--- src/rtl/core/lzwd_pkg.sv ---
// ----------------------------------------------------------------------------
// lzwd_pkg
// Shared constants, codes and beat types of the LZW decoder.
// ----------------------------------------------------------------------------
package lzwd_pkg;

   // Dictionary address width by default
   localparam int TABLE_BITS_DEF = 14;

   localparam int CLEAR_CODE  = 256;
   localparam int START_WIDTH = 9;
   localparam int BUF_W       = 24;
   localparam int LEN_W       = 31;

   // Operation codes
   localparam logic OP_PUSH = 1'b0;
   localparam logic OP_PULL = 1'b1;

   // Response status codes
   localparam logic [2:0] STAT_TAKEN    = 3'd0;
   localparam logic [2:0] STAT_REFUSED  = 3'd1;
   localparam logic [2:0] STAT_ERROR    = 3'd2;
   localparam logic [2:0] STAT_BYTE     = 3'd3;
   localparam logic [2:0] STAT_NONE     = 3'd4;
   localparam logic [2:0] STAT_FINISHED = 3'd5;

   // Register indexes
   localparam logic [1:0] REG_MAX_BITS   = 2'd0;
   localparam logic [1:0] REG_BLOCK_MODE = 2'd1;
   localparam logic [1:0] REG_OUT_LEN    = 2'd2;

   typedef struct packed {
      logic       is_pull;
      logic [7:0] data_byte;
   } req_item_type;

   typedef struct packed {
      logic [2:0] status;
      logic [7:0] out_byte;
      logic       end_of_string;
   } rsp_item_type;

   typedef struct packed {
      logic             valid;
      logic [1:0]       index;
      logic [LEN_W-1:0] data;
   } csr_wr_type;

endpackage

--- src/rtl/core/lzwd_front.sv ---
// ----------------------------------------------------------------------------
// lzwd_front
// Request front end: classifies each beat and holds it in a two-entry queue.
// ----------------------------------------------------------------------------
module lzwd_front (
   input  logic                  clock,
   input  logic                  reset,
   input  logic                  in_valid,
   output logic                  in_ready,
   input  logic                  in_opcode,
   input  logic [7:0]            in_data,
   output logic                  item_valid,
   output lzwd_pkg::req_item_type item,
   input  logic                  item_pop
);
   import lzwd_pkg::*;

   req_item_type slot_ff [2];
   req_item_type slot_in [2];
   logic [1:0]   count_ff, count_in;
   logic         push;

   assign in_ready   = (count_ff != 2'd2);
   assign push       = in_valid && in_ready;
   assign item_valid = (count_ff != 2'd0);
   assign item       = slot_ff[0];

   // Shift out on pop, append on push
   always_comb begin
      slot_in[0] = slot_ff[0];
      slot_in[1] = slot_ff[1];
      count_in   = count_ff;
      if (item_pop && item_valid) begin
         slot_in[0] = slot_ff[1];
         count_in   = count_in - 2'd1;
      end
      if (push) begin
         if (count_in == 2'd0) begin
            slot_in[0].is_pull   = (in_opcode == OP_PULL);
            slot_in[0].data_byte = in_data;
         end else begin
            slot_in[1].is_pull   = (in_opcode == OP_PULL);
            slot_in[1].data_byte = in_data;
         end
         count_in = count_in + 2'd1;
      end
   end

   always_ff @(posedge clock) begin
      if (reset) begin
         count_ff <= 2'd0;
      end else begin
         count_ff <= count_in;
      end
   end

   always_ff @(posedge clock) begin
      slot_ff[0] <= slot_in[0];
      slot_ff[1] <= slot_in[1];
   end

endmodule

--- config.mk ---
export PLATFORM = sky130hd
export DESIGN_NAME = lzwd_front
export DESIGN_NICKNAME = d
export VERILOG_FILES = /design/src/rtl/core/lzwd_pkg.sv /design/src/rtl/core/lzwd_front.sv
export SDC_FILE = /design/constraint.sdc
export NUM_CORES = 1
export LEC_CHECK = 0
export BUFFER_PORTS_ARGS = -buffer_cell sky130_fd_sc_hd__buf_4
export CAP_MARGIN = 20
export CORE_ASPECT_RATIO = 0.75
export CORE_MARGIN = 10
export CORE_UTILIZATION = 48
export DETAILED_ROUTE_END_ITERATION = 6
export GPL_TIMING_DRIVEN = 0
export HOLD_SLACK_MARGIN = 0.02
export PLACE_DENSITY = 0.8
export SLEW_MARGIN = 5
export SYNTH_ARGS = -nofsm -noshare
export SYNTH_HDL_FRONTEND = slang
export SYNTH_SLANG_ARGS = --single-unit
--- constraint.sdc ---
create_clock -name clock -period 2.6 [get_ports clock]
set_input_delay 0.13 -clock clock [delete_from_list [all_inputs] [get_ports clock]]
set_output_delay 0.13 -clock clock [all_outputs]
set_load 0.05 [all_outputs]
==> reports/metrics.cfg <==
[sta]
hold_violations = 0
period_minus_slack_ps = 2420
skew_ps = 2.34
setup_violations = 0
slew_violations = 0
rsz0062_at_grt = false
slew_headroom = 0.488
finalCritPeriodShare = 0.930
max_freq_ghz = 0.414
fin_ws_ps = 183
fin_setup_tns_ps = 0
max_slew.worst_pin.slew_ps = 765

[yosys]
async_flop_share = 0
synth-seq-area-share = 0.489
synth.cells.most_frequent = mux2_4, dfxtp_1, buf_4, edfxtp_1, inv_1
synthTopCellsByArea = edfxtp_1, mux2_4, dfxtp_1
synth_top_area_share = 0.270
synth_cells = 67
synth.distinct_cells = 16
ys_ff_latch = 20
yosysMostFrequentCell = mux2_4
yosys_warnings = 0
yosysTopAreaCell = edfxtp_1
netlist_area_mm2 = 0.00100
syn_avg_cell_area_um2 = 15.0
syn_nets = 83
synth_edf_count = 9
synth_flop_cell = dfxtp_1

[layout]
multiInputGateArea_um2 = 409
nFillCells = 154
drive_gt1_frac = 0.596
regArea_um2 = 490
nNetsFinal = 121
final_cell_area_mm2 = 0.00134
area_delta_synth_final_pct = 33.8
num_antenna_cells = 0

[global_routing]
grt_pass1_vias = 615
met2_usage = 0.138
grtUsageTotal = 0.0843
overflow = 0
grt_max_degree = 12
grt_pass1_wl_um = 2770
busiest_layer = met2
antenna_found_initial = 0
grt_use_met1 = 0.0928
use_met3 = 0.0553

[die]
fp-row-count = 14
start_util = 0.502
core-area_mm2 = 0.00200
die_y_um = 59.6
die_area_mm2 = 0.00433
die_width_um = 72.8
ios = 24

[setup_path]
crit_arrival_ps = 2350
cp_cell_sequence = inv_1 -> ha_1 -> nand2b_4 -> buf_12 -> mux2_4 -> ha_1 -> nor2_1
path_max_fanout = 10
crit_buf_inv = 2
end_kind = flop
crit_top_cell = ha_1
critPathRequiredTime_ps = 2530
worstSetupPathType = reg2reg
worst-path-stages = 7
critical_path.max_stage_delay_ps = 610
cp_top_family = simple AND/OR/NAND/NOR gates
slowest_stage = nor2_1
start_kind = flop
reg2regPathDepth = 7

[clock_tree]
cts_buffers = 3
cts.clk_slew.worst_paths_ps = 100
cts_setup_buffers = 0
cts_resized = 0
clkSinkCount = 20
htree_num_levels = 1
cts-root-buf = clkbuf_4
cts_buffer_depth = 2
cts_tree = yes
worstSkewPairLatency_ps = 290

[placement]
dpl.hpwl_um = 1220
finalWeightedCongestion = 0.671
place_ws_ps = 168
place_area_mm2 = 0.00120
portBuffers = 23

[detailed_routing]
ant_nets = 0
drt_iter0_drc = 20
dr.pass1.iters = 3
drc_errors = 0
via_per_inst = 4.39
route.vias.total = 562
detail_route.wl_per_cell_um = 13.0
wirelength_um = 1670

[power]
ir_drop_mv = 0.826
cellPowerDensity_mw_per_mm2 = 1470
p_leak_nw = 0.643

[hold_path]
hold_path_depth = 3
holdCritPathClass = in2reg

[flow_run]
maxCapViolCount = 0

[outcome]
status = finished clean

area by class of cell:
type | count | share of cell area
timing repair buffer | 33 | 0.203
buffer | 10 | 0.0653
multi-input combinational | 33 | 0.305
sequential | 20 | 0.366
clock buffer | 4 | 0.0271
inverter | 4 | 0.0112
tap | 24 | 0.0224
per-layer routing:
metal	vias to the layer above	share of wire
met2	16	0.46
li1	299	-
met1	247	0.46
met4	0	0
met5	-	0
met3	0	0.077
per-stage QoR:
step                      power, mW  hold slack (ps)  cells   util
final                          1.98              201    128  0.672
after global routing           2.09              179    128  0.672
after CTS                      2.00              186    128  0.672
after detailed placement       1.81              319    114  0.603
after global placement         1.78              318    114  0.603
after floorplan                1.56              226     67      -
cells in the final DEF, fill, tap and decap left out:
cell            n
nand2_2         1
dfxtp_1        11
and2b_2         1
nand2b_4        1
nand3b_1        1
clkbuf_8        1
buf_4          32
inv_1           4
mux2_2          3
o31ai_2         1
edfxtp_1        9
ha_1            3
xnor2_2         1
nand2b_1        1
nor2_1          3
dlygate4sd3_1  10
clkbuf_4        3
mux2_4         17
buf_12          1
worst min-delay path, delay by kind of cell:
| family | cells | cell delay (ps) |
|---|---|---|
| buffers and inverters | 1 | 80 |
| AND/OR/NAND/NOR | 1 | 180 |
| AO/OA/AOI/OAI | 1 | 70 |
power breakdown:
part           switching [mW]  internal (mW)  leakage [nW]
registers              0.0524          0.482         0.177
logic                   0.632          0.637         0.446
clock network          0.0889         0.0853        0.0210
worst paths after layout:
check	from	end	slack, ps
worst max register to register	count_ff[0]	slot_ff[0][10]	180
worst max-delay path	count_ff[0]	slot_ff[0][10]	180
worst min register to register	slot_ff[0][15]	slot_ff[0][6]	610
worst min-delay path	in_valid	count_ff[1]	200
state kept, by name (all words and copies together) (netlist names):
| register | cells |
|---|---|
| count_ff | 2 |
| slot_ff | 18 |
repair_timing:
| item | in CTS | in global routing |
|---|---|---|
| endpoints found under the setup margin | 0 | 0 |
| hold buffers | 10 | 0 |
| hold endpoints to repair | 10 | 0 |
cells by family after synthesis:
family                     Yosys count  share of synthesized area
AOI/OAI and AO/OA                    1                     0.0125
and+or+nand+nor                      8                     0.0537
DFF                                 20                      0.489
xor gates and xnor gates             1                     0.0162
adders and majority gates            3                     0.0375
buffers and inverters               14                      0.102
muxes                               20                      0.288
Note: power is estimated with default switching activity, not from simulation.
